### src/rtl/qmp_pkg.sv
package qmp_pkg;

  localparam int DEF_MAX_QUBITS = 10;
  localparam int NUMQ_W = 4;
  localparam int QUBIT_W = 4;
  localparam int AMP_W = 16;
  localparam int SQ_W = 31;
  localparam int PROB_W = 32;
  localparam int PROBZ_W = 33;

  localparam logic [NUMQ_W-1:0] RESET_NUM_QUBITS = 4'd2;
  localparam logic [PROBZ_W-1:0] ONE_Q230 = 33'h0_4000_0000;
  localparam logic [PROB_W-1:0] PROB_SAT = 32'hFFFF_FFFF;

  typedef enum logic [1:0] {
    ST_ACCUM,
    ST_DRAIN,
    ST_EMIT
  } state_t;

  typedef struct packed {
    logic accept;
    logic emit;
    logic clear;
  } ctrl_cmd_t;

  typedef struct packed {
    logic amp_last;
    logic emit_last;
    logic out_free;
  } dp_status_t;

endpackage

### src/rtl/qmp_ctrl.sv
module qmp_ctrl (
  input  logic                clk,
  input  logic                rst,
  input  logic                in_valid,
  output logic                in_ready,
  input  qmp_pkg::dp_status_t status,
  output qmp_pkg::ctrl_cmd_t  cmd
);

  qmp_pkg::state_t state;
  qmp_pkg::state_t state_next;

  always_ff @(posedge clk) begin
    if (rst) begin
      state <= qmp_pkg::ST_ACCUM;
    end else begin
      state <= state_next;
    end
  end

  always_comb begin
    state_next = state;
    in_ready = 1'b0;
    cmd = '0;
    unique case (state)
      qmp_pkg::ST_ACCUM: begin
        in_ready = 1'b1;
        cmd.accept = in_valid;
        if (in_valid && status.amp_last) begin
          state_next = qmp_pkg::ST_DRAIN;
        end
      end
      qmp_pkg::ST_DRAIN: begin
        state_next = qmp_pkg::ST_EMIT;
      end
      qmp_pkg::ST_EMIT: begin
        if (status.out_free) begin
          cmd.emit = 1'b1;
          if (status.emit_last) begin
            cmd.clear = 1'b1;
            state_next = qmp_pkg::ST_ACCUM;
          end
        end
      end
      default: begin
        state_next = qmp_pkg::ST_ACCUM;
      end
    endcase
  end

  a_drain_to_emit: assert property (@(posedge clk) disable iff (rst)
    state == qmp_pkg::ST_DRAIN |=> state == qmp_pkg::ST_EMIT)
    else $error("drain cycle not followed by emission");

  a_no_accept_outside_accum: assert property (@(posedge clk) disable iff (rst)
    cmd.accept |-> state == qmp_pkg::ST_ACCUM)
    else $error("transaction accepted while not accumulating");

  a_clear_only_on_emit: assert property (@(posedge clk) disable iff (rst)
    cmd.clear |-> cmd.emit && status.emit_last)
    else $error("accumulators cleared before the final result");

endmodule

### src/rtl/qmp_datapath.sv
module qmp_datapath #(
  parameter int MAX_QUBITS = qmp_pkg::DEF_MAX_QUBITS
) (
  input  logic                               clk,
  input  logic                               rst,
  input  logic                               cfg_we,
  input  logic [qmp_pkg::NUMQ_W-1:0]         cfg_wdata,
  input  logic signed [qmp_pkg::AMP_W-1:0]   amp_real,
  input  logic signed [qmp_pkg::AMP_W-1:0]   amp_imag,
  input  qmp_pkg::ctrl_cmd_t                 cmd,
  output qmp_pkg::dp_status_t                status,
  input  logic                               out_ready,
  output logic                               out_valid,
  output logic [qmp_pkg::QUBIT_W-1:0]        qubit,
  output logic [qmp_pkg::PROB_W-1:0]         prob_one,
  output logic signed [qmp_pkg::PROBZ_W-1:0] prob_zero,
  output logic                               last
);

  localparam int NW = $clog2(MAX_QUBITS + 1);
  localparam int AW = (MAX_QUBITS > 1) ? $clog2(MAX_QUBITS) : 1;
  localparam logic [4:0] MAX5 = 5'(MAX_QUBITS);

  logic [qmp_pkg::NUMQ_W-1:0] num_qubits;
  logic [4:0]                 eff5;
  logic [NW-1:0]              eff_n;
  logic [MAX_QUBITS-1:0]      amp_count;
  logic [MAX_QUBITS-1:0]      low_mask;
  logic [MAX_QUBITS-1:0]      aligned;
  logic [MAX_QUBITS-1:0]      hit;
  logic [MAX_QUBITS-1:0]      hit_vec;
  logic                       s1_valid;
  logic [qmp_pkg::SQ_W-1:0]   sq_re;
  logic [qmp_pkg::SQ_W-1:0]   sq_im;
  logic signed [31:0]         prod_re;
  logic signed [31:0]         prod_im;
  logic [qmp_pkg::PROB_W-1:0] mag;
  logic [qmp_pkg::PROB_W-1:0] prob_acc [MAX_QUBITS];
  logic [AW-1:0]              q_cnt;
  logic [qmp_pkg::PROB_W-1:0] sel_acc;

  always_comb begin
    eff5 = {1'b0, num_qubits};
    if (eff5 == 5'd0) begin
      eff5 = 5'd1;
    end else if (eff5 > MAX5) begin
      eff5 = MAX5;
    end
  end

  assign eff_n = NW'(eff5);
  assign low_mask = ~({MAX_QUBITS{1'b1}} << eff_n);
  assign aligned = amp_count << (NW'(MAX_QUBITS) - eff_n);

  always_comb begin
    for (int q = 0; q < MAX_QUBITS; q++) begin
      hit[q] = aligned[MAX_QUBITS-1-q];
    end
  end

  assign prod_re = amp_real * amp_real;
  assign prod_im = amp_imag * amp_imag;
  assign mag = {1'b0, sq_re} + {1'b0, sq_im};

  assign sel_acc = prob_acc[q_cnt];

  assign status.amp_last = (amp_count == low_mask);
  assign status.emit_last = (q_cnt == AW'(eff_n - NW'(1)));
  assign status.out_free = !out_valid || out_ready;

  always_ff @(posedge clk) begin
    if (rst) begin
      num_qubits <= qmp_pkg::RESET_NUM_QUBITS;
    end else if (cfg_we) begin
      num_qubits <= cfg_wdata;
    end
  end

  always_ff @(posedge clk) begin
    if (rst || cfg_we || cmd.clear) begin
      amp_count <= '0;
    end else if (cmd.accept) begin
      if (status.amp_last) begin
        amp_count <= '0;
      end else begin
        amp_count <= amp_count + MAX_QUBITS'(1);
      end
    end
  end

  always_ff @(posedge clk) begin
    if (rst) begin
      s1_valid <= 1'b0;
    end else begin
      s1_valid <= cmd.accept;
    end
  end

  always_ff @(posedge clk) begin
    if (cmd.accept) begin
      sq_re <= qmp_pkg::SQ_W'(prod_re);
      sq_im <= qmp_pkg::SQ_W'(prod_im);
      hit_vec <= hit;
    end
  end

  always_ff @(posedge clk) begin
    for (int q = 0; q < MAX_QUBITS; q++) begin
      if (rst || cfg_we || cmd.clear) begin
        prob_acc[q] <= '0;
      end else if (s1_valid && hit_vec[q]) begin
        if ({1'b0, prob_acc[q]} + {1'b0, mag} > {1'b0, qmp_pkg::PROB_SAT}) begin
          prob_acc[q] <= qmp_pkg::PROB_SAT;
        end else begin
          prob_acc[q] <= prob_acc[q] + mag;
        end
      end
    end
  end

  always_ff @(posedge clk) begin
    if (rst || cmd.clear) begin
      q_cnt <= '0;
    end else if (cmd.emit) begin
      q_cnt <= q_cnt + AW'(1);
    end
  end

  always_ff @(posedge clk) begin
    if (rst) begin
      out_valid <= 1'b0;
    end else if (cmd.emit) begin
      out_valid <= 1'b1;
    end else if (out_ready) begin
      out_valid <= 1'b0;
    end
  end

  always_ff @(posedge clk) begin
    if (cmd.emit) begin
      qubit <= qmp_pkg::QUBIT_W'(q_cnt);
      prob_one <= sel_acc;
      prob_zero <= $signed(qmp_pkg::ONE_Q230 - {1'b0, sel_acc});
      last <= status.emit_last;
    end
  end

  a_count_in_range: assert property (@(posedge clk) disable iff (rst)
    (amp_count & ~low_mask) == '0)
    else $error("amplitude count beyond vector length");

  a_clear_empties_acc: assert property (@(posedge clk) disable iff (rst)
    cmd.clear |=> prob_acc[0] == '0 && amp_count == '0)
    else $error("accumulators not cleared after final result");

  a_no_update_during_emit: assert property (@(posedge clk) disable iff (rst)
    cmd.emit |-> !s1_valid)
    else $error("accumulator update pending during emission");

endmodule

### src/rtl/qubit_marginal_probability_core.sv
// Output: after the last amplitude of a vector is accepted, the controller passes
// through its drain and emit states, and results leave through the output register,
// one result per cycle while out_ready is high. Input: one amplitude per cycle, but
// in_ready is low during the multiply-stage drain and the per-qubit result readout.
// Reset: synchronous; num_qubits returns to 2, the amplitude count and all
// accumulators clear, and no result is pending.
module qubit_marginal_probability_core #(
  parameter int MAX_QUBITS = qmp_pkg::DEF_MAX_QUBITS
) (
  input  logic                               clk,
  input  logic                               rst,
  input  logic                               cfg_we,
  input  logic [qmp_pkg::NUMQ_W-1:0]         cfg_wdata,
  input  logic                               in_valid,
  output logic                               in_ready,
  input  logic signed [qmp_pkg::AMP_W-1:0]   amp_real,
  input  logic signed [qmp_pkg::AMP_W-1:0]   amp_imag,
  output logic                               out_valid,
  input  logic                               out_ready,
  output logic [qmp_pkg::QUBIT_W-1:0]        qubit,
  output logic [qmp_pkg::PROB_W-1:0]         prob_one,
  output logic signed [qmp_pkg::PROBZ_W-1:0] prob_zero,
  output logic                               last
);

  qmp_pkg::ctrl_cmd_t  cmd;
  qmp_pkg::dp_status_t status;

  qmp_ctrl u_ctrl (
    .clk      (clk),
    .rst      (rst),
    .in_valid (in_valid),
    .in_ready (in_ready),
    .status   (status),
    .cmd      (cmd)
  );

  qmp_datapath #(
    .MAX_QUBITS (MAX_QUBITS)
  ) u_datapath (
    .clk       (clk),
    .rst       (rst),
    .cfg_we    (cfg_we),
    .cfg_wdata (cfg_wdata),
    .amp_real  (amp_real),
    .amp_imag  (amp_imag),
    .cmd       (cmd),
    .status    (status),
    .out_ready (out_ready),
    .out_valid (out_valid),
    .qubit     (qubit),
    .prob_one  (prob_one),
    .prob_zero (prob_zero),
    .last      (last)
  );

endmodule
### config.mk
export PLATFORM = sky130hd
export DESIGN_NAME = qubit_marginal_probability_core
export DESIGN_NICKNAME = d
export VERILOG_FILES = /design/src/rtl/qmp_pkg.sv /design/src/rtl/qmp_ctrl.sv /design/src/rtl/qmp_datapath.sv /design/src/rtl/qubit_marginal_probability_core.sv
export SDC_FILE = /design/constraint.sdc
export NUM_CORES = 2
export LEC_CHECK = 0
export BUFFER_PORTS_ARGS = -buffer_cell sky130_fd_sc_hd__buf_2
export CAP_MARGIN = 0
export CORE_ASPECT_RATIO = 1.75
export CORE_MARGIN = 3
export CORE_UTILIZATION = 45
export DETAILED_ROUTE_END_ITERATION = 6
export SYNTH_ARGS = -nofsm -noshare
export SYNTH_HDL_FRONTEND = slang
export SYNTH_HIERARCHICAL = 1
export SYNTH_SLANG_ARGS = --single-unit
### constraint.sdc
create_clock -name clk -period 7.38 [get_ports clk]
set_input_delay 0.738 -clock clk [delete_from_list [all_inputs] [get_ports clk]]
set_output_delay 0.738 -clock clk [all_outputs]
set_load 0.05 [all_outputs]
* Word level (Yosys, flattened, before mapping) *
Memories as Yosys holds them, arrays and structs flattened. A register that Yosys moved wholly into a read port is not among the register bits.
Index checks and enable logic that the tools add are counted.

word-level totals
  bits in registers = 164
  input port bits = 41
  bits in writable memories = 320
  memories kept = 1
  output and inout port bits = 72
  word-level logic and storage cells = 221

memories
  memory               depth  bits a word  rd ports  clocked after Yosys merged registers in  write ports  line                text
  u_datapath.prob_acc  10     32           11        1                                        10           qmp_datapath.sv:38  logic [qmp_pkg::PROB_W-1:0] prob_acc [MAX_QUBITS];

operators by class
  bitwise gates (word level) = 21
  reductions and logical operators = 20
  multiply operators = 2
  add/sub/neg operators = 26
  order comparisons = 11
  mux-type cells = 118
  shifts and indexed selects = 2
  equal/unequal tests = 7

operator list
  cell                                                                               number
  32-bit 2-to-1 mux                                                                  20
  32-bit by 32-bit adder with 33-bit output                                          10
  33-bit by 32-bit greater-than comparator with 1-bit output, second input constant  10
  32-bit adder                                                                       10
  1-bit 2-to-1 mux                                                                   87
  16-bit by 16-bit multiplier with 31-bit output                                     2
  31-bit by 32-bit subtractor with 33-bit output, first input constant               1
  31-bit by 31-bit adder with 32-bit output                                          1
  1-bit bitwise OR                                                                   20
  4-bit 2-to-1 mux                                                                   4
  1-bit logical AND                                                                  11
  10-bit by 1-bit adder with 10-bit output, second input constant                    1
  10-bit == test                                                                     1
  10-bit 2-to-1 mux                                                                  1
  2-bit 2-to-1 mux                                                                   5
  10-bit NOT                                                                         1
  10-bit by 4-bit << shifter with 10-bit output                                      1
  10-bit by 4-bit << shifter with 10-bit output, first input constant                1
  2-bit case mux with 3 select lines                                                 1
  4-bit by 1-bit adder with 4-bit output, second input constant                      1
  4-bit == test                                                                      1
  4-bit greater-than comparator, second input constant                               1
  4-bit zero test                                                                    1
  1-bit logical OR                                                                   4
  other kinds (10)                                                                   11

* Depth between registers and ports, before layout *
  word-level depth = 13
  gate-level depth with buffers = 28
  depth with buffers taken out = 26

* Cells and area by module *
The synthesis kept the hierarchy.

modules (own cells, without submodules)
  module        cells each  area each (sq um)  instances  seq. area each (sq um)
  qmp_datapath  5437        54259.5            1          14263.7
  qmp_ctrl      10          103.8              1          40.0

* Worst setup path before layout *
Ideal clock, no wire load.

  kind = input to register
  start point = input port amp_real[1] in the netlist's numbering
  end point = register u_datapath/sq_re[29] in the netlist's numbering, data pin
  buffers on the path = 2
  arrival time = 6820 ps
  setup time = 258 ps
  path slack = 303 ps
  stages = 24
  data required time = 7122 ps
  path through = clkbuf_1 clkbuf_1 nand2_1 inv_1 fa_1 fa_1 inv_1 fa_1 fa_1 fa_1 fa_1 inv_1 ha_1 nand4_1 nor2_1 and4b_1 a31oi_1 nand2b_1 o41ai_1 o21ai_1 o311ai_0 nand2b_1 a21oi_1 xnor2_1

on the way
  word-level cells in the longest chain between the ends = 1

RTL lines
  element                                         line                                   text
  from (decl)                                     qubit_marginal_probability_core.sv:16  input logic signed [qmp_pkg::AMP_W-1:0] amp_real,
  16-bit by 16-bit multiplier with 31-bit output  qmp_datapath.sv:61                     assign prod_re = amp_real * amp_real;
  via u_datapath.prod_re[29]                      qmp_datapath.sv:35                     logic signed [31:0] prod_re;
  to (signal assigned)                            qmp_datapath.sv:101                    sq_re <= qmp_pkg::SQ_W'(prod_re);
  to (decl)                                       qmp_datapath.sv:33                     logic [qmp_pkg::SQ_W-1:0] sq_re;

The timed path passes the listed nets, and every way through them passes these cells.
A chain may end at the register's enable or synchronous reset.

==> flow_summary.toml <==
[status]
status = "complete, no violations"

[setup_path]
r2r_end = "u_datapath/prob_acc[3][29]"
cp-startpoint = "u_datapath/sq_re[2]"
path_max_fanout = 5
required_ps = 7710
crit_chain = "ha_1 -> fa_1 -> a21o_1 -> a21oi_1 -> o21bai_1 -> a2111oi_0 -> o31ai_1 -> a221oi_1 -> buf_4 -> o21ai_0 -> a21o_1 -> a21oi_1 -> xnor2_1 -> buf_4 -> ha_1 -> nand4_1 -> nor4b_1 -> nor2_1 -> o211ai_1 -> a21o_1 -> a21o_1 -> a21boi_0 -> xnor2_1 -> a21oi_1"
reg2reg_depth = 24
cp-start-kind = "flop"
worstReg2RegStart = "u_datapath/sq_re[2]"
end_kind = "flop"
cp-endpoint = "u_datapath/prob_acc[3][29]"
crit_type = "reg2reg"
cp_slowest_cell = "a2111oi_0"
regToRegSetupSlack_ps = 670
slowest_delay_ps = 740
cp.arrival_ps = 7040
worst_path_most_repeated_cell = "a21o_1"

[floorplanning]
fp.dieW_um = 269
dieHeight_um = 466
core_area_um2 = 120000
initial_utilization = 0.454
rows = 168
dieArea_um2 = 125000
ios = 113

[detailed_routing]
drc = 0
dr.pass1.iters = 6
routed-via-count = 40400
post_drt_wl_per_cell_um = 20.5
ant_nets = 0
vias_per_cell = 5.66
wirelength_um = 147000
drt_iter0_markers = 1685

[logic_synthesis]
synth.avg_cell_area_um2 = 9.98
ys_types = 97
synth_nets = 6525
seq_area_frac_synth = 0.263
async_flop_share = 0
ys.flop_type = "edfxtp_1"
syn_inst = 5447
ys_ff_latch = 485
synth_edf_count = 459
synthesis.area_um2 = 54400
yosys_warnings = 6

[finish]
areaGrowthSynthToFinish_pct = 8.22
multi_input_area_um2 = 36900
design_area_um2 = 58800
seq_area_um2 = 14300
drive_gt1_frac = 0.0801
n_fill_cell = 11300
final_nets = 6654

[placement]
post_dp_cell_area_um2 = 57100
gp_congestion = 0.913
dp_hpwl_um = 122000
portBuffers = 112

[cts]
clk_latency_ps = 640
clock-sinks = 485
htree_levels = 2
clkTransAtPathRegs_ps = 70
clock_path_buffers = 3
cts_made_buffers = 49
cts_tree = "built"
cts-hold-fix-buffers = 0
post_cts_buffers = 0
postCtsResizedCells = 0
cts_root_buf = "clkbuf_16"

[sta]
hold_viol_final = 0
slew_headroom = 0.309
period_needed_ps = 6710
grt_setup_unrepaired = "false"
slew_violations = 0
max_freq_ghz = 0.149
clock_skew_ps = 58.8
worstMarginPinSlew_ps = 1030
setup-tns-final_ps = 0
finalSetupViolCount = 0
finalCritPeriodShare = 0.909

[grt]
grt_remaining_overflow = 0
grt_use_total = 0.235
grt_pass1_vias = 43700
grt_max_degree = 69
grt_pass1_wl_um = 231000
antenna_found_initial = 4

[min_path]
hold_path_class = "in2reg"

[flow_run]
cap_violations = 0
==> synthesized netlist by cell type, drive strengths merged, types with 36 or more instances <==
cell type	count	area (um2)
nor2	262	996
nand4	44	275
nand2	302	1130
and3	36	225
a211oi	59	448
ha	560	7010
fa	477	9550
o21ai	194	975
a21o	189	1420
o21a	59	443
buf	46	340
inv	661	2480
xor2	193	1690
a21oi	645	3240
xnor2	239	2090
nor2b	70	438
clkbuf	115	435
nor3	60	333
mux2i	79	791
edfxtp	459	13800
mux4	66	1510
nand3	86	443
o21bai	49	368
and2	120	754
nand2b	64	400
==> stage by stage <==
stage,hold WS [ps],utilization,std cells,setup WS [ps]
after floorplan,492,-,5447,303
after global placement,536,0.477,7055,141
after detailed placement,533,0.477,7055,54.4
after CTS,290,0.491,7146,713
after global routing,309,0.491,7148,387
final,328,0.491,7148,671
==> per-layer routing <==
| metal | share of wire | GRT usage |
|---|---|---|
| met4 | 0.067 | 0.137 |
| met2 | 0.56 | 0.475 |
| met5 | 0 | 0 |
| met3 | 0.023 | 0.0167 |
| met1 | 0.35 | 0.229 |
==> state kept, by name (all words and copies together), names as in the netlist, named ones only <==
register and flops:
u_datapath/qubit 4, u_datapath/hit_vec 10, u_datapath/num_qubits 4, u_datapath/prob_acc 320
u_datapath/out_valid 1, u_datapath/amp_count 10, u_datapath/q_cnt 4, u_datapath/s1_valid 1
u_ctrl/state 2, u_datapath/prob_one 32, u_datapath/sq_im 30, u_datapath/prob_zero 32
u_datapath/last 1, u_datapath/sq_re 30
==> critical path, delay by kind of cell, from the launching register on <==
kind / cells / cell delay, ps
AOI/OAI and AO/OA: 14 / 3260
and+or+nand+nor: 3 / 860
adders and majority gates: 3 / 1010
buffers and inverters: 2 / 470
DFF: 1 / 370
xor gates and xnor gates: 2 / 460
==> how the worst min path moves through the flow <==
stage	slack, ps	cells after the start	end	from
after global routing	310	2	u_datapath/num_qubits[1]	cfg_wdata[1]
after detailed placement	530	0	u_datapath/qubit[2]	u_datapath/q_cnt[2]
after CTS	290	2	u_datapath/num_qubits[1]	cfg_wdata[1]
after floorplan	490	0	u_datapath/qubit[2]	u_datapath/q_cnt[2]
final	330	2	u_datapath/num_qubits[1]	cfg_wdata[1]
after global placement	540	0	u_datapath/qubit[1]	u_datapath/q_cnt[1]
==> cell type report <==
| class | instances | area share |
|---|---|---|
| timing repair buffer | 239 | 0.0262 |
| tap | 1530 | 0.0325 |
| multi-input combinational | 4138 | 0.627 |
| inverter | 663 | 0.0423 |
| sequential | 485 | 0.243 |
| clock buffer | 64 | 0.0228 |
| clock inverter | 27 | 0.00574 |
| antenna | 2 | 0.0000851 |
==> cell families (layout without fill, tap and decap cells) <==
family | after synthesis | after routing | synth area share
compound gates | 1391 | 1391 | 0.156
simple gates | 1132 | 1132 | 0.104
fa+ha+maj | 1037 | 1037 | 0.305
buf+inv | 824 | 993 | 0.0600
flops | 485 | 485 | 0.263
xor+xnor | 432 | 432 | 0.0696
mux | 146 | 146 | 0.0426
other cells | 0 | 2 | 0
==> cell usage in the layout (no fill, tap or decap), types with 64 or more instances in the layout <==
cell type and n:
and2_1 118, buf_2 112, nor2b_1 70, nand2b_1 64
xor2_1 192, a21o_1 189, nor2_1 259, mux2i_1 79
edfxtp_1 459, inv_1 661, a21oi_1 638, o21ai_0 183
ha_1 560, nand2_1 301, nand3_1 84, xnor2_1 235
buf_4 125, fa_1 477
Power is left out: the tool's default activity adds up to more than one toggle a clock period on the data nets, which glitch-free logic cannot reach.
